`config.mk`:
```
export PLATFORM = sky130hd
export DESIGN_NAME = independent_subset_enumerator
export DESIGN_NICKNAME = d
export VERILOG_FILES = /design/src/rtl/ise_pkg.sv /design/src/rtl/independent_subset_enumerator.sv /design/src/rtl/ise_comb_unit.sv
export SDC_FILE = /design/constraint.sdc
export NUM_CORES = 1
export LEC_CHECK = 0
export BUFFER_PORTS_ARGS = -buffer_cell sky130_fd_sc_hd__buf_2
export CORE_ASPECT_RATIO = 0.6
export CORE_MARGIN = 3
export CORE_UTILIZATION = 45
export DETAILED_ROUTE_END_ITERATION = 12
export GPL_ROUTABILITY_DRIVEN = 1
export PLACE_DENSITY_LB_ADDON = 0.12
export SYNTH_ARGS = -nofsm -noshare
export SYNTH_HDL_FRONTEND = slang
export SYNTH_SLANG_ARGS = --single-unit
```
`constraint.sdc`:
```
create_clock -name clock -period 6.65 [get_ports clock]
set_clock_uncertainty 0.2 [all_clocks]
set_input_delay 0 -clock clock [delete_from_list [all_inputs] [get_ports clock]]
set_output_delay 0 -clock clock [all_outputs]
set_load 0.02 [all_outputs]
```
`src/rtl/ise_pkg.sv`:
```
package ise_pkg;

   // Width of the element count register and of size fields
   localparam int N_W    = 3;
   localparam int SIZE_W = 3;

   // Element count after reset
   localparam logic [N_W-1:0] N_RESET = 3'd4;

endpackage

```
`src/rtl/independent_subset_enumerator.sv`:
```
// Independent subset enumerator. A request carries a packed conflict matrix
// (bit row*MAX_ELEMENTS+col) and a minimum size; the block then lists every
// subset of elements 0..n-1 of at least that size in which no two members
// conflict in either direction, by ascending size and in lexicographic order
// within a size. Each result carries the member mask and size, found=1, and
// the final result of a request carries tlast; when nothing qualifies a
// single result with found=0 is sent. One candidate combination is tested per
// cycle by the shared candidate unit while the result side keeps up; a hit
// held back by a stalled result side holds the sequence. A request tests
// every combination of the sizes from min_size to n (at most 2^n, 64 for six
// elements). The request side is not ready while a request is in work.
// The element count is sampled when a request is accepted; a count of zero
// acts as one and a count above MAX_ELEMENTS acts as MAX_ELEMENTS.
module independent_subset_enumerator import ise_pkg::*; #(
   parameter int  MAX_ELEMENTS = 6,
   localparam int REQ_W = ((MAX_ELEMENTS * MAX_ELEMENTS + SIZE_W + 7) / 8) * 8,
   localparam int RSP_W = ((MAX_ELEMENTS + SIZE_W + 7) / 8) * 8
) (
   input  logic                clock,
   input  logic                reset,
   // tdata: adjacency [MAX_ELEMENTS^2 bits], min_size [3 bits], zero fill
   input  logic [REQ_W-1:0]    req_tdata,
   input  logic                req_tvalid,
   output logic                req_tready,
   // tdata: member_mask [MAX_ELEMENTS bits], subset_size [3 bits], zero fill
   output logic [RSP_W-1:0]    rsp_tdata,
   // tuser: found
   output logic                rsp_tuser,
   output logic                rsp_tlast,
   output logic                rsp_tvalid,
   input  logic                rsp_tready,
   input  logic                csr_we,
   input  logic [N_W-1:0]      csr_wdata
);

   localparam int MW    = MAX_ELEMENTS;
   localparam int ADJ_W = MW * MW;

   typedef enum logic [1:0] {
      ST_IDLE,
      ST_RUN,
      ST_FLUSH
   } state_type;

   state_type                state_ff, state_in;
   logic [N_W-1:0]           csr_n_ff, csr_n_in;
   logic [N_W-1:0]           n_ff, n_in;
   logic [SIZE_W-1:0]        size_ff, size_in;
   logic [MW-1:0]            code_ff, code_in;
   logic [MW-1:0][MW-1:0]    conf_ff, conf_in;
   logic                     pend_valid_ff, pend_valid_in;
   logic [MW-1:0]            pend_mask_ff, pend_mask_in;
   logic [SIZE_W-1:0]        pend_size_ff, pend_size_in;
   logic                     rsp_valid_ff, rsp_valid_in;
   logic [MW-1:0]            rsp_mask_ff, rsp_mask_in;
   logic [SIZE_W-1:0]        rsp_size_ff, rsp_size_in;
   logic                     rsp_found_ff, rsp_found_in;
   logic                     rsp_last_ff, rsp_last_in;

   logic [ADJ_W-1:0]         req_adj;
   logic [SIZE_W-1:0]        req_min;
   logic [N_W-1:0]           n_eff;
   logic [MW-1:0]            cand_mask;
   logic                     cand_ok;
   logic [MW-1:0]            cand_next;
   logic                     out_free;
   logic                     stall;

   // Bits lo..hi-1 set
   function automatic logic [MW-1:0] range_mask(input logic [N_W-1:0] lo,
                                                 input logic [N_W-1:0] hi);
      logic [MW-1:0] m;
      m = '0;
      for (int i = 0; i < MW; i++) begin
         if (i >= int'(lo) && i < int'(hi)) begin
            m[i] = 1'b1;
         end
      end
      return m;
   endfunction

   assign req_adj = req_tdata[ADJ_W-1:0];
   assign req_min = req_tdata[ADJ_W+SIZE_W-1:ADJ_W];

   // Clamp the stored element count to 1..MAX_ELEMENTS
   always_comb begin
      n_eff = csr_n_ff;
      if (csr_n_ff == '0) begin
         n_eff = N_W'(1);
      end else if (csr_n_ff > N_W'(MW)) begin
         n_eff = N_W'(MW);
      end
   end

   // Symmetric conflict rows, diagonal and unused elements cleared
   always_comb begin
      conf_in = conf_ff;
      if (state_ff == ST_IDLE) begin
         for (int i = 0; i < MW; i++) begin
            for (int j = 0; j < MW; j++) begin
               conf_in[i][j] = (i != j) && (i < int'(n_eff)) && (j < int'(n_eff))
                               && (req_adj[i*MW+j] || req_adj[j*MW+i]);
            end
         end
      end
   end

   ise_comb_unit #(
      .MW (MW)
   ) u_unit (
      .conf        (conf_ff),
      .n_elems     (n_ff),
      .code        (code_ff),
      .member_mask (cand_mask),
      .ok          (cand_ok),
      .next_code   (cand_next)
   );

   assign out_free = !rsp_valid_ff || rsp_tready;
   assign stall    = cand_ok && pend_valid_ff && !out_free;

   // Sequencer
   always_comb begin
      state_in      = state_ff;
      csr_n_in      = csr_n_ff;
      n_in          = n_ff;
      size_in       = size_ff;
      code_in       = code_ff;
      pend_valid_in = pend_valid_ff;
      pend_mask_in  = pend_mask_ff;
      pend_size_in  = pend_size_ff;
      rsp_valid_in  = rsp_valid_ff;
      rsp_mask_in   = rsp_mask_ff;
      rsp_size_in   = rsp_size_ff;
      rsp_found_in  = rsp_found_ff;
      rsp_last_in   = rsp_last_ff;

      if (csr_we) begin
         csr_n_in = csr_wdata;
      end

      // Drop the result once it has been transferred
      if (rsp_valid_ff && rsp_tready) begin
         rsp_valid_in = 1'b0;
      end

      case (state_ff)
         ST_IDLE: begin
            if (req_tvalid) begin
               n_in          = n_eff;
               size_in       = req_min;
               pend_valid_in = 1'b0;
               if (req_min > n_eff) begin
                  state_in = ST_FLUSH;
               end else begin
                  code_in  = range_mask('0, n_eff - req_min);
                  state_in = ST_RUN;
               end
            end
         end
         ST_RUN: begin
            if (!stall) begin
               // Push the previous hit out, hold the new one back
               if (cand_ok) begin
                  if (pend_valid_ff) begin
                     rsp_valid_in = 1'b1;
                     rsp_mask_in  = pend_mask_ff;
                     rsp_size_in  = pend_size_ff;
                     rsp_found_in = 1'b1;
                     rsp_last_in  = 1'b0;
                  end
                  pend_valid_in = 1'b1;
                  pend_mask_in  = cand_mask;
                  pend_size_in  = size_ff;
               end
               // Advance to the next combination or the next size
               if (code_ff == range_mask(size_ff, n_ff)) begin
                  if (size_ff == n_ff) begin
                     state_in = ST_FLUSH;
                  end else begin
                     size_in = size_ff + 1'b1;
                     code_in = range_mask('0, n_ff - size_ff - 1'b1);
                  end
               end else begin
                  code_in = cand_next;
               end
            end
         end
         ST_FLUSH: begin
            if (out_free) begin
               rsp_valid_in  = 1'b1;
               rsp_mask_in   = pend_valid_ff ? pend_mask_ff : '0;
               rsp_size_in   = pend_valid_ff ? pend_size_ff : '0;
               rsp_found_in  = pend_valid_ff;
               rsp_last_in   = 1'b1;
               pend_valid_in = 1'b0;
               state_in      = ST_IDLE;
            end
         end
         default: begin
            state_in = ST_IDLE;
         end
      endcase
   end

   always_ff @(posedge clock) begin
      if (reset) begin
         state_ff      <= ST_IDLE;
         csr_n_ff      <= N_RESET;
         pend_valid_ff <= 1'b0;
         rsp_valid_ff  <= 1'b0;
      end else begin
         state_ff      <= state_in;
         csr_n_ff      <= csr_n_in;
         pend_valid_ff <= pend_valid_in;
         rsp_valid_ff  <= rsp_valid_in;
      end
      n_ff         <= n_in;
      size_ff      <= size_in;
      code_ff      <= code_in;
      conf_ff      <= conf_in;
      pend_mask_ff <= pend_mask_in;
      pend_size_ff <= pend_size_in;
      rsp_mask_ff  <= rsp_mask_in;
      rsp_size_ff  <= rsp_size_in;
      rsp_found_ff <= rsp_found_in;
      rsp_last_ff  <= rsp_last_in;
   end

   assign req_tready = (state_ff == ST_IDLE);
   assign rsp_tvalid = rsp_valid_ff;
   assign rsp_tdata  = RSP_W'({rsp_size_ff, rsp_mask_ff});
   assign rsp_tuser  = rsp_found_ff;
   assign rsp_tlast  = rsp_last_ff;

endmodule

```
`src/rtl/ise_comb_unit.sv`:
```
// Candidate unit: decodes the current combination code into a member mask,
// checks it against the conflict rows and works out the next code of the
// same size (lexicographic successor).
module ise_comb_unit import ise_pkg::*; #(
   parameter int MW = 6
) (
   input  logic [MW-1:0][MW-1:0] conf,
   input  logic [N_W-1:0]        n_elems,
   input  logic [MW-1:0]         code,
   output logic [MW-1:0]         member_mask,
   output logic                  ok,
   output logic [MW-1:0]         next_code
);

   localparam int SH_W = $clog2(MW);

   logic [MW-1:0]   inv;
   logic [MW-1:0]   low_bit;
   logic [MW-1:0]   ripple;
   logic [MW-1:0]   tail;
   logic [SH_W-1:0] shift;

   // Decode: complement within n bits, then reverse so element 0 is the top bit
   always_comb begin
      inv = '0;
      for (int i = 0; i < MW; i++) begin
         if (i < int'(n_elems)) begin
            inv[i] = ~code[i];
         end
      end
      member_mask = '0;
      for (int i = 0; i < MW; i++) begin
         for (int j = 0; j < MW; j++) begin
            if (i < int'(n_elems) && j == int'(n_elems) - 1 - i) begin
               member_mask[i] = inv[j];
            end
         end
      end
   end

   // Check every member's conflict row against the mask
   always_comb begin
      ok = 1'b1;
      for (int i = 0; i < MW; i++) begin
         if (member_mask[i] && ((conf[i] & member_mask) != '0)) begin
            ok = 1'b0;
         end
      end
   end

   // Next code with the same number of ones, next higher value
   always_comb begin
      low_bit = code & (~code + 1'b1);
      ripple  = code + low_bit;
      shift   = '0;
      for (int i = MW - 1; i >= 0; i--) begin
         if (code[i]) begin
            shift = SH_W'(i);
         end
      end
      tail      = ((ripple ^ code) >> 2) >> shift;
      next_code = tail | ripple;
   end

endmodule
```
# [Word-level counts from Yosys, hierarchy flattened]
# Index checks and enable logic that the tools add are counted.
# Widths: inputs -> output; s select.
[totals] elab_cells=385 ramBits=0 romBits=0 out_inout_bits=20 register_bits=69 latch_bits=0 n_memories=0 input_bits=48
[op_classes] div_mod_pow=0 muxes=137 shifts=1 bitwise_logic=17 n_mul=0 reduce_logical=123 eq_ne=44 addsub=12 magnitude_cmp=32
[ops] operator="$eq 3x32->1 const A" count=12
[ops] operator="$eq 4x32->1 const A" count=12
[ops] operator="$eq 2x32->1 const A" count=6
[ops] operator="$logic_not 32->1" count=6
[ops] operator="$mux 1" count=95
[ops] operator="$logic_and 1x1->1" count=81
[ops] operator="$sub 32x3->32 const B" count=2
[ops] operator="$sub 32x4->32 const B" count=2
[ops] operator="$mux 6" count=10
[ops] operator="$mux 3" count=17
[ops] operator="$and 6x6->6" count=6
[ops] operator="$reduce_bool 6->1" count=6
[ops] operator="$sub 32x2->32 const B" count=1
[ops] operator="$reduce_and 5->1" count=5
[ops] operator="$lt 1x3->1 const A" count=8
[ops] operator="$lt 2x3->1 const A" count=8
[ops] operator="$lt 3x3->1 const A" count=8
[ops] operator="$pmux 6 s2" count=2
[ops] operator="$ne 2x2->1 const B" count=9
[ops] operator="$logic_or 1x1->1" count=16
[ops] operator="$mux 2" count=6
[ops] operator="$pmux 3 s2" count=2
[ops] operator="$not 1->1" count=7
[ops] operator="$add 6x1->6 const B" count=1
[ops] operator="other kinds (30)" count=38

# [Logic depth before layout (Yosys ltp)]
# Gate-level depths: netlist of run 1.
[depth] depth_word=27 mapped_depth=19 ltp_nobuf=16

# [Cells and area by module]
# A second synthesis of run 1 with hierarchy kept.
[hier_totals] hier_cells=402 hier_area_um2=3862.5
[modules_own_cells] mod="independent_subset_enumerator" seq_area_each_um2=1551.5 cells_per_inst=256 n_inst=1 area_each_um2=2881.5
[modules_own_cells] mod="ise_comb_unit" seq_area_each_um2=0.0 cells_per_inst=146 n_inst=1 area_each_um2=980.9

# [Least setup slack after synthesis of run 1]
# Ideal clock, no wire load.
[synth_timing] kind="reg-to-reg" startpoint="register n_ff[0]" endpoint="register pend_mask_ff[0], enable pin" slack_ns=1.960 required_time_ns=6.051 path_buffers=3 synth_period_minus_slack_ns=4.690 t_arrival_ns=4.091 stages_incl_launch_ff=16 setup_time_ns=0.399 path_cell_list="edfxtp_1 -> buf_2 -> inv_1 -> ha_1 -> ha_1 -> buf_2 -> clkbuf_1 -> nand2_1 -> or2_2 -> ha_1 -> nor3_1 -> and4_1 -> o211a_1 -> o41ai_1 -> nand4_1 -> nor4_1"
[synth_via] elab_chain_len=23 word_cells_on_any_way=154 classes_between="add/sub: 6; order compare: 6; eq/ne: 30; mux: 48; bitwise: 7; reduce/logical: 57"
[synth_rtl] element="start, declared" line="independent_subset_enumerator.sv:47" text="logic [N_W-1:0] n_ff, n_in;"
[synth_rtl] element="start signal, assigned" line="independent_subset_enumerator.sv:218" text="n_ff <= n_in;"
[synth_rtl] element="$sub 3x1->4" line="ise_comb_unit.sv:34" text="if (i < int'(n_elems) && j == int'(n_elems) - 1 - i) begin"
[synth_rtl] element="$sub 32x2->32, or another cell as far along" line="ise_comb_unit.sv:34"
[synth_rtl] element="$logic_not 32->1" line="ise_comb_unit.sv:34"
[synth_rtl] element="$logic_and 1x1->1" line="ise_comb_unit.sv:34"
[synth_rtl] element="$mux 1 (6 in series)" line="ise_comb_unit.sv:34"
[synth_rtl] element="$and 6x6->6" line="ise_comb_unit.sv:45" text="if (member_mask[i] && ((conf[i] & member_mask) != '0)) begin"
[synth_rtl] element="$reduce_bool 6->1" line="ise_comb_unit.sv:45"
[synth_rtl] element="$logic_and 1x1->1" line="ise_comb_unit.sv:45"
[synth_rtl] element="$mux 1 (5 in series)" line="ise_comb_unit.sv:45"
[synth_rtl] element="$mux 1 (*)" line="ise_comb_unit.sv:45"
[synth_rtl] element="$logic_and 1x1->1 (2 in series)" line="independent_subset_enumerator.sv:120" text="assign stall = cand_ok && pend_valid_ff && !out_free;"
[synth_rtl] element="$not 1->1 (no line)"
[synth_rtl] element="$reduce_and 3->1 (no line) (*)"
[synth_rtl] element="end signal, assigned" line="independent_subset_enumerator.sv:222" text="pend_mask_ff <= pend_mask_in;"
[synth_rtl] element="end, declared" line="independent_subset_enumerator.sv:52" text="logic [MW-1:0] pend_mask_ff, pend_mask_in;"
# Every way passes the cells marked *; elsewhere a longest branch is shown, timed or not.
# A chain may end at the register's enable or synchronous reset.

# [Final worst setup path of run 1]
[layout_timing] startpoint="register n_ff[1]" endpoint="register pend_size_ff[2], enable pin"
[layout_via] elab_chain_len=23 word_cells_on_any_way=154 classes_between="add/sub: 6; order compare: 6; eq/ne: 30; mux: 48; bitwise: 7; reduce/logical: 57"
[layout_rtl] element="$sub 3x1->4" line="ise_comb_unit.sv:34"
[layout_rtl] element="$sub 32x2->32, or another cell as far along" line="ise_comb_unit.sv:34"
[layout_rtl] element="$logic_not 32->1" line="ise_comb_unit.sv:34"
[layout_rtl] element="$logic_and 1x1->1" line="ise_comb_unit.sv:34"
[layout_rtl] element="$mux 1 (6 in series)" line="ise_comb_unit.sv:34"
[layout_rtl] element="$and 6x6->6" line="ise_comb_unit.sv:45"
[layout_rtl] element="$reduce_bool 6->1" line="ise_comb_unit.sv:45"
[layout_rtl] element="$logic_and 1x1->1" line="ise_comb_unit.sv:45"
[layout_rtl] element="$mux 1 (5 in series)" line="ise_comb_unit.sv:45"
[layout_rtl] element="$mux 1 (*)" line="ise_comb_unit.sv:45"
[layout_rtl] element="$logic_and 1x1->1 (2 in series)" line="independent_subset_enumerator.sv:120"
[layout_rtl] element="$not 1->1 (no line)"
[layout_rtl] element="$reduce_and 3->1 (no line) (*)"
[layout_rtl] element="end signal, assigned" line="independent_subset_enumerator.sv:223" text="pend_size_ff <= pend_size_in;"
[layout_rtl] element="end, declared" line="independent_subset_enumerator.sv:53" text="logic [SIZE_W-1:0] pend_size_ff, pend_size_in;"
# Marks and branches as above.

==> results of run 1 <==
## stage by stage
| step | total power (W) | hold slack, ns | instance area (um^2) |
|---|---|---|---|
| floorplan | 0.001120 | -0.1276 | 4076 |
| global placement | 0.001305 | 0.009933 | 4343 |
| detailed placement | 0.001329 | 0.006976 | 4343 |
| CTS | 0.001659 | 0.3025 | 4957 |
| global route | 0.001785 | 0.3223 | 4957 |
| finish | 0.001664 | 0.3047 | 4957 |
## layout make-up
cell class	count	area share
timing repair buffer	100	0.1469
clock inverter	3	0.009844
clock buffer	5	0.02524
inverter	22	0.01666
sequential	54	0.3130
tap	112	0.02827
multi-input combinational	327	0.4601
## cells in the final DEF (no fill, tap or decap), types with 6 or more instances in the layout
cell type	synthesis	routed
sky130_fd_sc_hd__buf_2	2	53
sky130_fd_sc_hd__edfxtp_1	47	47
sky130_fd_sc_hd__dlygate4sd3_1	0	44
sky130_fd_sc_hd__nor2_1	43	43
sky130_fd_sc_hd__ha_1	30	30
sky130_fd_sc_hd__a21oi_1	24	24
sky130_fd_sc_hd__inv_1	22	22
sky130_fd_sc_hd__nand2_1	19	19
sky130_fd_sc_hd__o21ai_0	19	19
sky130_fd_sc_hd__and2_1	14	14
sky130_fd_sc_hd__nand2b_1	13	13
sky130_fd_sc_hd__nor2b_1	12	12
sky130_fd_sc_hd__nor3_1	11	11
sky130_fd_sc_hd__nand3_1	9	9
sky130_fd_sc_hd__and3_1	7	7
sky130_fd_sc_hd__nor3b_1	7	7
sky130_fd_sc_hd__conb_1	1	7
sky130_fd_sc_hd__dfxtp_1	7	7
sky130_fd_sc_hd__xnor2_1	6	6
sky130_fd_sc_hd__o21a_1	6	6
## cells by family after synthesis
| logic type | after synthesis |
|---|---|
| other | 1 |
| AND/OR/NAND/NOR | 162 |
| XOR/XNOR | 9 |
| flip-flops | 54 |
| multiplexers | 6 |
| buffers and inverters | 55 |
| AO/OA/AOI/OAI | 111 |
| adder cells (fa/ha/maj) | 32 |
## sequential cells by signal (all words and copies together), names as in the netlist, 6 cells and up
| signal | cells |
|---|---|
| rsp_mask_ff | 6 |
| pend_mask_ff | 6 |
| code_ff | 6 |
| conf_ff | 15 |
## worst paths after layout
kind | start | endpoint | slack (ns)
worst min register to register | state_ff[0]$_SDFFE_PP0P_ | state_ff[0]$_SDFFE_PP0P_ | 0.30
worst max register to register | n_ff[1]$_DFFE_PP_ | pend_size_ff[2]$_DFFE_PP_ | 1.32
worst max-delay path | n_ff[1]$_DFFE_PP_ | pend_size_ff[2]$_DFFE_PP_ | 1.32
worst min-delay path | state_ff[0]$_SDFFE_PP0P_ | state_ff[0]$_SDFFE_PP0P_ | 0.30
## critical path, cell delays in order (launching register included)
cell,delay (ns)
sky130_fd_sc_hd__edfxtp_1,0.63
sky130_fd_sc_hd__inv_1,0.29
sky130_fd_sc_hd__ha_1,0.39
sky130_fd_sc_hd__ha_1,0.67
sky130_fd_sc_hd__nand2_1,0.15
sky130_fd_sc_hd__or2_2,0.30
sky130_fd_sc_hd__ha_1,0.18
sky130_fd_sc_hd__nand4_1,0.10
sky130_fd_sc_hd__nor3_1,0.06
sky130_fd_sc_hd__and4_1,0.23
sky130_fd_sc_hd__o211a_1,0.15
sky130_fd_sc_hd__o41ai_1,0.39
sky130_fd_sc_hd__nand4_1,0.28
sky130_fd_sc_hd__nor4_2,0.90
## routing by layer
layer,share of wire,global-route usage,up-vias
met2,0.42,0.3261,151
met3,0.084,0.04144,14
met4,0.012,0.05451,0
met1,0.49,0.3266,1734
li1,-,-,1729
met5,0,0,-
## power groups by stage
stage	sequential, W	combinational [W]	clock, W
2_1_floorplan	0.000560	0.000560	0
3_3_place_gp	0.000605	0.000700	0
3_5_place_dp	0.000607	0.000722	0
4_1_cts	0.000600	0.000748	0.000311
5_1_grt	0.000615	0.000844	0.000325
6_report	0.000603	0.000755	0.000306
==> impl_metrics.xml, run 1 <==
<?xml version="1.0" encoding="UTF-8"?>
<metrics>
  <group name="synth">
    <metric name="main_combinational_cell_family_by_area_after_synthesis" unit="">simple AND/OR/NAND/NOR gates</metric>
    <metric name="synth_area_per_cell" unit="um^2">9.428</metric>
    <metric name="synth_edf_count" unit="">47</metric>
    <metric name="synth-warning-count" unit="">0</metric>
    <metric name="synthXorXnorAreaFrac" unit="">0.01944</metric>
    <metric name="synth-seq-cells" unit="">54</metric>
    <metric name="netlist-cell-type-count" unit="">73</metric>
    <metric name="synth_fa_ha_area_frac" unit="">0.1025</metric>
    <metric name="async_set_reset_flop_share_out_of_synthesis" unit="">0</metric>
    <metric name="synth_top_area_cell" unit="">sky130_fd_sc_hd__edfxtp_1</metric>
    <metric name="synthSimpleGateAreaFrac" unit="">0.2145</metric>
    <metric name="yosysSeqAreaShare" unit="">0.3827</metric>
    <metric name="synth_compound_gate_area_share" unit="">0.2000</metric>
    <metric name="synthMostInstantiatedCell" unit="">sky130_fd_sc_hd__edfxtp_1</metric>
    <metric name="muxShareOfSynthArea" unit="">0.01821</metric>
    <metric name="ys_dominant_reg_cell" unit="">sky130_fd_sc_hd__edfxtp_1</metric>
    <metric name="synth.top_cells.by_count" unit="">sky130_fd_sc_hd__edfxtp_1 (47), sky130_fd_sc_hd__nor2_1 (43), sky130_fd_sc_hd__ha_1 (30), sky130_fd_sc_hd__a21oi_1 (24), sky130_fd_sc_hd__inv_1 (22)</metric>
    <metric name="synth.cell_area" unit="um^2">4054</metric>
    <metric name="synthCells" unit="">430</metric>
    <metric name="ys_top_cells_by_area" unit="">sky130_fd_sc_hd__edfxtp_1 (35%), sky130_fd_sc_hd__ha_1 (9.3%), sky130_fd_sc_hd__nor2_1 (4.0%), sky130_fd_sc_hd__dfxtp_1 (3.5%), sky130_fd_sc_hd__a21oi_1 (3.0%)</metric>
    <metric name="yosysTopAreaCellShare" unit="">0.3481</metric>
  </group>
  <group name="global_route">
    <metric name="number_of_global_route_vias_before_repair" unit="">3440</metric>
    <metric name="grt_first_pass_wirelength" unit="um">17510</metric>
    <metric name="antenna_found_initial" unit="">0</metric>
    <metric name="gr-total-overflow" unit="">0</metric>
    <metric name="grt_util_all_layers" unit="">0.2189</metric>
    <metric name="grt_start_max_net_pins" unit="">25</metric>
  </group>
  <group name="clocking">
    <metric name="count_of_hold_fix_buffers_inserted_at_cts" unit="">44</metric>
    <metric name="register_clock_pin_slew_on_the_reported_worst_setup_and_hold_paths" unit="ns">0.07</metric>
    <metric name="cts_root_buffer" unit="">sky130_fd_sc_hd__clkbuf_16</metric>
    <metric name="maximum_count_of_clock_buffers_along_a_single_path" unit="">2</metric>
    <metric name="tritoncts.num_buffers" unit="">5</metric>
    <metric name="insertion_delay_to_the_later_sink_of_the_worst_skew_pair" unit="ns">0.30</metric>
    <metric name="clock_tree_from_tritoncts" unit="">built</metric>
    <metric name="post_cts_resize_count" unit="">0</metric>
    <metric name="post_cts_buffers" unit="">0</metric>
    <metric name="cts_sinks" unit="">54</metric>
    <metric name="htreeDepth" unit="">2</metric>
  </group>
  <group name="drt">
    <metric name="average_wire_length_per_cell_after_detail_routing" unit="um">17.36</metric>
    <metric name="drt_first_pass_iters" unit="">5</metric>
    <metric name="detail_route.vias_per_cell" unit="">5.823</metric>
    <metric name="drc" unit="">0</metric>
    <metric name="routed_wl" unit="um">10810</metric>
    <metric name="first_iter_violations" unit="">288</metric>
    <metric name="detailroute.via_count" unit="">3628</metric>
    <metric name="postRouteAntennaNets" unit="">0</metric>
  </group>
  <group name="timing">
    <metric name="layout_worst_path_cycle_share" unit="">0.8012</metric>
    <metric name="finalWorstPathRequiredPeriod" unit="ns">5.328</metric>
    <metric name="max_clock_freq" unit="GHz">0.1877</metric>
    <metric name="final-max-slew-violation-count" unit="">0</metric>
    <metric name="timing.final.setup_violations" unit="">0</metric>
    <metric name="worstMarginPinSlew" unit="ns">1.120</metric>
    <metric name="hold_violations" unit="">0</metric>
    <metric name="slew-limit-headroom" unit="">0.2474</metric>
    <metric name="layout_setup_ws" unit="ns">1.322</metric>
    <metric name="totalNegativeSetupSlack" unit="ns">0</metric>
    <metric name="unrepaired_setup_endpoints_after_global_routing" unit="">no</metric>
  </group>
  <group name="critical_path">
    <metric name="timing.critical_path.to_type" unit="">flop</metric>
    <metric name="ff2ff_path_depth" unit="">13</metric>
    <metric name="critical_path_peak_fanout" unit="">16</metric>
    <metric name="path_class" unit="">reg2reg</metric>
    <metric name="critPathRequiredTime" unit="ns">6.37</metric>
    <metric name="cp.arrival" unit="ns">5.04</metric>
    <metric name="setup.worst_path.start_class" unit="">flop</metric>
  </group>
  <group name="die">
    <metric name="boundaryPins" unit="">68</metric>
    <metric name="row_count" unit="">26</metric>
    <metric name="fp.coreArea" unit="um^2">8621</metric>
    <metric name="initial_utilization" unit="">0.4702</metric>
    <metric name="die_outline_area" unit="um^2">10220</metric>
    <metric name="chipHeight" unit="um">79.52</metric>
    <metric name="die_w" unit="um">128.5</metric>
  </group>
  <group name="cells_and_area">
    <metric name="instances_no_fill" unit="">623</metric>
    <metric name="fill_cells" unit="">768</metric>
    <metric name="seqCellArea" unit="um^2">1551</metric>
    <metric name="syn_to_final_growth" unit="%">22.28</metric>
    <metric name="end_of_flow_core_utilization" unit="">0.5750</metric>
    <metric name="inserted_diodes" unit="">0</metric>
    <metric name="fraction_of_final_layout_cells_with_drive_strength_greater_than_1" unit="">0.1585</metric>
    <metric name="multi_input_area" unit="um^2">2281</metric>
    <metric name="finalNetCount" unit="">590</metric>
  </group>
  <group name="place">
    <metric name="gp_congestion" unit="">0.9200</metric>
    <metric name="port_buffers" unit="">53</metric>
    <metric name="hpwl_after_detailed_placement" unit="um">7528</metric>
    <metric name="detailedPlace.worstSlack" unit="ns">1.359</metric>
    <metric name="numPlacedInstances" unit="">571</metric>
  </group>
  <group name="power">
    <metric name="p_per_area" unit="nW/um^2">335.7</metric>
    <metric name="p_seq_frac" unit="">0.362</metric>
    <metric name="p_sw" unit="W">0.0006755</metric>
    <metric name="leakage" unit="nW">2.006</metric>
    <metric name="power.share.switching" unit="">0.4059</metric>
    <metric name="clock_power_share" unit="">0.184</metric>
    <metric name="vdd_drop_max" unit="mV">0.1802</metric>
    <metric name="p_comb_frac" unit="">0.454</metric>
    <metric name="internal_power" unit="W">0.0009886</metric>
  </group>
  <group name="status">
    <metric name="run_status" unit="">finished, final reports clean</metric>
  </group>
  <group name="worst_hold_path">
    <metric name="timing.hold.worst_path_depth" unit="">2</metric>
    <metric name="holdCritPathClass" unit="">reg2reg</metric>
  </group>
  <group name="run">
    <metric name="maxCapViolations" unit="">0</metric>
  </group>
</metrics>
Power figures use the tool's default switching activity.
==> inputs of run 2 (changes only) <==
==> constraint.sdc (replaced) <==
create_clock -name clock -period 5.3 [get_ports clock]
set_clock_uncertainty 0.2 [all_clocks]
set_input_delay 0 -clock clock [delete_from_list [all_inputs] [get_ports clock]]
set_output_delay 0 -clock clock [all_outputs]
set_load 0.02 [all_outputs]
==> run 2 against run 1 <==
Clock power rose by 11%. Sequential power increased by 24%. Core utilization rose by 0.29 points. Critical endpoint is now size_ff[0]$_DFFE_PP_. Largest power group unchanged. Highest routed layer unchanged.
==> impl_metrics.xml, run 2 (synthesized netlist as in run 1, its figures left out) <==
<?xml version="1.0" encoding="UTF-8"?>
<metrics>
  <group name="global_route">
    <metric name="grt_start_max_net_pins" unit="">25</metric>
    <metric name="number_of_global_route_vias_before_repair" unit="">3362</metric>
    <metric name="gr-total-overflow" unit="">0</metric>
    <metric name="antenna_found_initial" unit="">0</metric>
    <metric name="grt_first_pass_wirelength" unit="um">17480</metric>
    <metric name="grt_util_all_layers" unit="">0.2167</metric>
  </group>
  <group name="cells_and_area">
    <metric name="fill_cells" unit="">760</metric>
    <metric name="registers.top_by_ff_count" unit="">conf_ff</metric>
    <metric name="final_cell_mix" unit="">sky130_fd_sc_hd__buf_2 (53), sky130_fd_sc_hd__edfxtp_1 (47), sky130_fd_sc_hd__dlygate4sd3_1 (44)</metric>
    <metric name="multi_input_area" unit="um^2">2281</metric>
    <metric name="instances_no_fill" unit="">629</metric>
    <metric name="syn_to_final_growth" unit="%">22.90</metric>
    <metric name="end_of_flow_core_utilization" unit="">0.5779</metric>
    <metric name="inserted_diodes" unit="">0</metric>
    <metric name="seqCellArea" unit="um^2">1551</metric>
    <metric name="layout.cells.most_common" unit="">sky130_fd_sc_hd__buf_2</metric>
    <metric name="largest_register_ffs" unit="">15</metric>
    <metric name="finalNetCount" unit="">596</metric>
    <metric name="fraction_of_final_layout_cells_with_drive_strength_greater_than_1" unit="">0.1683</metric>
  </group>
  <group name="power">
    <metric name="p_comb_frac" unit="">0.470</metric>
    <metric name="power.share.switching" unit="">0.4155</metric>
    <metric name="p_per_area" unit="nW/um^2">413.0</metric>
    <metric name="p_seq_frac" unit="">0.365</metric>
    <metric name="leakage" unit="nW">2.029</metric>
    <metric name="internal_power" unit="W">0.001203</metric>
    <metric name="power.total" unit="W">0.002058</metric>
    <metric name="clock_power_share" unit="">0.165</metric>
    <metric name="vdd_drop_max" unit="mV">0.2381</metric>
    <metric name="p_sw" unit="W">0.0008550</metric>
  </group>
  <group name="critical_path">
    <metric name="cpMostUsedCell" unit="">sky130_fd_sc_hd__ha_1</metric>
    <metric name="setup.worst_path.start_class" unit="">flop</metric>
    <metric name="regToRegStartpoint" unit="">n_ff[0]$_DFFE_PP_</metric>
    <metric name="cp.arrival" unit="ns">4.15</metric>
    <metric name="critPathLaunch" unit="">n_ff[0]$_DFFE_PP_</metric>
    <metric name="ff2ff_path_depth" unit="">15</metric>
    <metric name="r2r-end" unit="">size_ff[0]$_DFFE_PP_</metric>
    <metric name="reg2reg_slack" unit="ns">0.89</metric>
    <metric name="critical_path.cell_chain" unit="">inv_1 &gt; ha_1 &gt; ha_1 &gt; nand2_1 &gt; inv_1 &gt; nand2_1 &gt; o21ai_0 &gt; ha_1 &gt; nor3_1 &gt; nand3_1 &gt; nor2_2 &gt; or2b_1 &gt; nand4_1 &gt; nor2_1 &gt; a311oi_1</metric>
    <metric name="critical_path_peak_fanout" unit="">10</metric>
    <metric name="timing.critical_path.slowest_cell_delay" unit="ns">0.52</metric>
    <metric name="path_class" unit="">reg2reg</metric>
    <metric name="critical_path.endpoint" unit="">size_ff[0]$_DFFE_PP_</metric>
    <metric name="critical_path.slowest_cell" unit="">sky130_fd_sc_hd__a311oi_1</metric>
    <metric name="critPathRequiredTime" unit="ns">5.04</metric>
    <metric name="timing.critical_path.to_type" unit="">flop</metric>
  </group>
  <group name="clocking">
    <metric name="post_cts_buffers" unit="">0</metric>
    <metric name="maximum_count_of_clock_buffers_along_a_single_path" unit="">2</metric>
    <metric name="count_of_hold_fix_buffers_inserted_at_cts" unit="">44</metric>
    <metric name="insertion_delay_to_the_later_sink_of_the_worst_skew_pair" unit="ns">0.30</metric>
    <metric name="tritoncts.num_buffers" unit="">5</metric>
    <metric name="clock_tree_from_tritoncts" unit="">built</metric>
    <metric name="register_clock_pin_slew_on_the_reported_worst_setup_and_hold_paths" unit="ns">0.08</metric>
    <metric name="htreeDepth" unit="">2</metric>
    <metric name="cts_sinks" unit="">54</metric>
    <metric name="post_cts_resize_count" unit="">0</metric>
    <metric name="cts_root_buffer" unit="">sky130_fd_sc_hd__clkbuf_16</metric>
  </group>
  <group name="drt">
    <metric name="drc" unit="">0</metric>
    <metric name="first_iter_violations" unit="">361</metric>
    <metric name="drt_first_pass_iters" unit="">5</metric>
    <metric name="average_wire_length_per_cell_after_detail_routing" unit="um">17.53</metric>
    <metric name="detailroute.via_count" unit="">3552</metric>
    <metric name="routed_wl" unit="um">11030</metric>
    <metric name="detail_route.vias_per_cell" unit="">5.647</metric>
    <metric name="postRouteAntennaNets" unit="">0</metric>
  </group>
  <group name="die">
    <metric name="initial_utilization" unit="">0.4702</metric>
    <metric name="die_w" unit="um">128.5</metric>
    <metric name="fp.coreArea" unit="um^2">8621</metric>
    <metric name="chipHeight" unit="um">79.52</metric>
    <metric name="boundaryPins" unit="">68</metric>
    <metric name="die_outline_area" unit="um^2">10220</metric>
    <metric name="row_count" unit="">26</metric>
  </group>
  <group name="timing">
    <metric name="slew-limit-headroom" unit="">0.3702</metric>
    <metric name="unrepaired_setup_endpoints_after_global_routing" unit="">no</metric>
    <metric name="totalNegativeSetupSlack" unit="ns">0</metric>
    <metric name="finalWorstPathRequiredPeriod" unit="ns">4.412</metric>
    <metric name="worstMarginPinSlew" unit="ns">0.9447</metric>
    <metric name="layout_worst_path_cycle_share" unit="">0.8324</metric>
    <metric name="hold_violations" unit="">0</metric>
    <metric name="max_clock_freq" unit="GHz">0.2267</metric>
    <metric name="timing.final.setup_violations" unit="">0</metric>
    <metric name="final-max-slew-violation-count" unit="">0</metric>
  </group>
  <group name="place">
    <metric name="gp_congestion" unit="">0.9555</metric>
    <metric name="port_buffers" unit="">53</metric>
    <metric name="numPlacedInstances" unit="">577</metric>
    <metric name="hpwl_after_detailed_placement" unit="um">7800</metric>
  </group>
  <group name="worst_hold_path">
    <metric name="holdCritPathClass" unit="">reg2reg</metric>
    <metric name="hold_path.startpoint" unit="">state_ff[0]$_SDFFE_PP0P_</metric>
  </group>
  <group name="run">
    <metric name="maxCapViolations" unit="">0</metric>
  </group>
  <group name="status">
    <metric name="run_status" unit="">finished, final reports clean</metric>
  </group>
</metrics>
[run 2: worst max-delay path: cells and delay by family (launching register included)]
kind / cells / cell delay [ns]
fa+ha+maj: 3 / 0.98
flops: 1 / 0.38
simple gates: 8 / 1.52
compound gates: 2 / 0.73
buf+inv: 2 / 0.22
[run 2: worst min path at each step]
stage / end / slack, ns / cells after the start
6_report: state_ff[0]$_SDFFE_PP0P_ / 0.30 / 2
2_1_floorplan: csr_n_ff[0]$_SDFFE_PP0P_ / -0.13 / 1
5_1_grt: pend_valid_ff$_SDFFE_PP0P_ / 0.32 / 3
3_3_place_gp: csr_n_ff[2]$_SDFFE_PP1P_ / 0.009 / 2
3_5_place_dp: csr_n_ff[2]$_SDFFE_PP1P_ / 0.008 / 2
4_1_cts: state_ff[0]$_SDFFE_PP0P_ / 0.30 / 2
[run 2: stage by stage]
step	cell area (um^2)	setup WS [ns]	hold WS, ns
global route	4982	0.5543	0.3191
finish	4982	0.8882	0.2998
floorplan	4076	0.6103	-0.1276
detailed placement	4388	0.9524	0.007840
CTS	4982	0.9262	0.3015
global placement	4388	1.002	0.008905
[run 2: cell type report]
| cell class | instances | share of cell area |
|---|---|---|
| Multi-Input combinational cell | 327 | 0.4578 |
| Sequential cell | 54 | 0.3114 |
| Timing Repair Buffer | 106 | 0.1552 |
| Tap cell | 112 | 0.02813 |
| Clock buffer | 5 | 0.02511 |
| Inverter | 22 | 0.01657 |
| Clock inverter | 3 | 0.005776 |
[run 2: power groups by stage]
stage / clock network (W) / logic [W] / registers [W]
floorplan: 0 / 0.000703 / 0.000703
global placement: 0 / 0.000906 / 0.000752
detailed placement: 0 / 0.000926 / 0.000756
CTS: 0.000346 / 0.000958 / 0.000747
global route: 0.000360 / 0.00108 / 0.000764
finish: 0.000340 / 0.000967 / 0.000750
[run 2: metal layers]
| metal | track usage | vias to the layer above | share of wire |
|---|---|---|---|
| met5 | 0 | - | 0 |
| met4 | 0.03145 | 0 | 0.0086 |
| met3 | 0.04345 | 11 | 0.084 |
| met2 | 0.3198 | 151 | 0.41 |
| met1 | 0.3332 | 1647 | 0.49 |
| li1 | - | 1743 | - |
==> inputs of run 3 (changes only) <==
==> constraint.sdc (replaced) <==
create_clock -name clock -period 4.1 [get_ports clock]
set_clock_uncertainty 0.2 [all_clocks]
set_input_delay 0 -clock clock [delete_from_list [all_inputs] [get_ports clock]]
set_output_delay 0 -clock clock [all_outputs]
set_load 0.02 [all_outputs]
==> run 3 against run 2 <==
Cell count grew 0.95%. Die area is the same. Setup slack lost 0.65 ns. Power grew 32%. Non-clock buffer count grew 6. Global-route usage shrank 0.058 points. First-iteration DRC count grew 9.4%. Largest cell class unchanged. Highest routed layer unchanged.
==> impl_metrics.xml, run 3 (synthesized netlist as in run 1, its figures left out) <==
<?xml version="1.0" encoding="UTF-8"?>
<metrics>
  <group name="cells_and_area">
    <metric name="registers.top_by_ff_count" unit="">conf_ff</metric>
    <metric name="multi_input_area" unit="um^2">2359</metric>
    <metric name="final_area" unit="um^2">5105</metric>
    <metric name="end_of_flow_core_utilization" unit="">0.5922</metric>
    <metric name="finalNetCount" unit="">602</metric>
    <metric name="final_cell_mix" unit="">sky130_fd_sc_hd__buf_2 (53), sky130_fd_sc_hd__edfxtp_1 (47), sky130_fd_sc_hd__nor2_1 (43)</metric>
    <metric name="layout.cells.most_common" unit="">sky130_fd_sc_hd__buf_2</metric>
    <metric name="fill_cells" unit="">751</metric>
    <metric name="inserted_diodes" unit="">0</metric>
    <metric name="seqCellArea" unit="um^2">1551</metric>
    <metric name="largest_register_ffs" unit="">15</metric>
    <metric name="syn_to_final_growth" unit="%">25.93</metric>
    <metric name="fraction_of_final_layout_cells_with_drive_strength_greater_than_1" unit="">0.2027</metric>
  </group>
  <group name="clocking">
    <metric name="tritoncts.num_buffers" unit="">5</metric>
    <metric name="register_clock_pin_slew_on_the_reported_worst_setup_and_hold_paths" unit="ns">0.07</metric>
    <metric name="htreeDepth" unit="">2</metric>
    <metric name="maximum_count_of_clock_buffers_along_a_single_path" unit="">2</metric>
    <metric name="cts_root_buffer" unit="">sky130_fd_sc_hd__clkbuf_16</metric>
    <metric name="clock_tree_from_tritoncts" unit="">built</metric>
    <metric name="insertion_delay_to_the_later_sink_of_the_worst_skew_pair" unit="ns">0.30</metric>
    <metric name="post_cts_buffers" unit="">0</metric>
    <metric name="cts_sinks" unit="">54</metric>
  </group>
  <group name="place">
    <metric name="area_of_placed_instances" unit="um^2">4492</metric>
    <metric name="hpwl_after_detailed_placement" unit="um">7836</metric>
    <metric name="port_buffers" unit="">53</metric>
    <metric name="gp_congestion" unit="">0.9566</metric>
  </group>
  <group name="timing">
    <metric name="timing.final.setup_violations" unit="">0</metric>
    <metric name="totalNegativeSetupSlack" unit="ns">0</metric>
    <metric name="unrepaired_setup_endpoints_after_global_routing" unit="">no</metric>
    <metric name="layout_worst_path_cycle_share" unit="">0.9410</metric>
    <metric name="slew-limit-headroom" unit="">0.4325</metric>
    <metric name="final-max-slew-violation-count" unit="">0</metric>
    <metric name="finalWorstPathRequiredPeriod" unit="ns">3.858</metric>
    <metric name="hold_violations" unit="">0</metric>
    <metric name="max_clock_freq" unit="GHz">0.2592</metric>
    <metric name="worstMarginPinSlew" unit="ns">0.8513</metric>
  </group>
  <group name="power">
    <metric name="vdd_drop_max" unit="mV">0.2968</metric>
    <metric name="leakage" unit="nW">2.078</metric>
    <metric name="p_per_area" unit="nW/um^2">532.8</metric>
  </group>
  <group name="global_route">
    <metric name="number_of_global_route_vias_before_repair" unit="">3368</metric>
    <metric name="grt_util_all_layers" unit="">0.2161</metric>
    <metric name="gr-total-overflow" unit="">0</metric>
    <metric name="grt_start_max_net_pins" unit="">25</metric>
    <metric name="grt_first_pass_wirelength" unit="um">17310</metric>
    <metric name="antenna_found_initial" unit="">0</metric>
  </group>
  <group name="die">
    <metric name="initial_utilization" unit="">0.4702</metric>
    <metric name="row_count" unit="">26</metric>
    <metric name="chipHeight" unit="um">79.52</metric>
    <metric name="fp.coreArea" unit="um^2">8621</metric>
    <metric name="die_outline_area" unit="um^2">10220</metric>
    <metric name="boundaryPins" unit="">68</metric>
    <metric name="die_w" unit="um">128.5</metric>
  </group>
  <group name="critical_path">
    <metric name="cpMostUsedCell" unit="">sky130_fd_sc_hd__buf_4</metric>
    <metric name="regToRegStartpoint" unit="">n_ff[1]$_DFFE_PP_</metric>
    <metric name="critical_path.slowest_cell" unit="">sky130_fd_sc_hd__edfxtp_1</metric>
    <metric name="path_class" unit="">reg2reg</metric>
    <metric name="critPathLaunch" unit="">n_ff[1]$_DFFE_PP_</metric>
    <metric name="reg2reg_slack" unit="ns">0.24</metric>
    <metric name="timing.critical_path.to_type" unit="">flop</metric>
    <metric name="critPathRequiredTime" unit="ns">3.91</metric>
    <metric name="critical_path_peak_fanout" unit="">9</metric>
    <metric name="timing.critical_path.slowest_cell_delay" unit="ns">0.39</metric>
    <metric name="cp.arrival" unit="ns">3.66</metric>
    <metric name="critical_path.cell_chain" unit="">inv_1 &gt; ha_1 &gt; ha_2 &gt; buf_4 &gt; xnor2_2 &gt; a2111oi_0 &gt; a311o_1 &gt; a32o_1 &gt; o311ai_1 &gt; nand4_1 &gt; buf_4 &gt; nor4_4 &gt; buf_4</metric>
    <metric name="setup.worst_path.start_class" unit="">flop</metric>
  </group>
  <group name="drt">
    <metric name="detail_route.vias_per_cell" unit="">5.816</metric>
    <metric name="average_wire_length_per_cell_after_detail_routing" unit="um">17.50</metric>
    <metric name="drc" unit="">0</metric>
    <metric name="routed_wl" unit="um">11110</metric>
    <metric name="first_iter_violations" unit="">395</metric>
    <metric name="drt_first_pass_iters" unit="">5</metric>
    <metric name="postRouteAntennaNets" unit="">0</metric>
    <metric name="detailroute.via_count" unit="">3693</metric>
  </group>
  <group name="status">
    <metric name="run_status" unit="">finished, final reports clean</metric>
  </group>
  <group name="run">
    <metric name="maxCapViolations" unit="">0</metric>
  </group>
  <group name="worst_hold_path">
    <metric name="holdCritPathClass" unit="">reg2reg</metric>
    <metric name="hold_path.startpoint" unit="">state_ff[0]$_SDFFE_PP0P_</metric>
  </group>
</metrics>
-- run 3: report_power, final --
group,leakage [nW],internal (W),switching (W),total [W]
combinational,1.50,0.000562,0.000784,0.00135
clock,0.0698,0.000227,0.000206,0.000433
sequential,0.512,0.000807,0.000134,0.000941
-- run 3: metrics by stage --
stage	setup slack [ns]	cells	total power [W]	hold WS, ns
after floorplan	0.007379	436	0.001835	-0.1276
after global placement	0.2207	585	0.002177	0.004280
after detailed placement	0.1929	585	0.002204	0.008187
after CTS	0.1538	635	0.002677	0.3099
after global routing	0.02600	635	0.002892	0.3503
final	0.2418	635	0.002720	0.3097
-- run 3: path summary, 6_finish.rpt --
path / endpoint / cells after the start
max: pend_mask_ff[5]$_DFFE_PP_ / 13
min: state_ff[0]$_SDFFE_PP0P_ / 2
max reg2reg: pend_mask_ff[5]$_DFFE_PP_ / 13
min reg2reg: state_ff[0]$_SDFFE_PP0P_ / 2
-- run 3: critical path: cells and delay by family, from the launching register on --
kind / cells / cell delay [ns]
DFF: 1 / 0.39
xor gates and xnor gates: 1 / 0.21
buffers and inverters: 4 / 0.79
adders and majority gates: 2 / 0.52
and+or+nand+nor: 2 / 0.40
AOI/OAI and AO/OA: 4 / 1.05
-- run 3: layout make-up --
type	instances	area share
flip-flops and latches	54	0.3039
well taps	112	0.02745
clock buffers	5	0.02451
clock inverters	3	0.004167
multi-input cells	327	0.4620
repair buffers	112	0.1618
inverters	22	0.01618
-- run 3: metal layers --
metal	up-vias	wire, um	global-route usage
met2	171	4688	0.3131
met3	16	981	0.04679
met4	0	146	0.05765
met5	-	0	0
li1	1754	-	-
met1	1752	5295	0.3244
-- run 3: repair_timing --
action / 4_1_cts / 5_1_grt
hold endpoints to repair: 28 / 0
hold buffers: 42 / 0
setup endpoints to repair: 0 / 29
resized for setup: 0 / 9
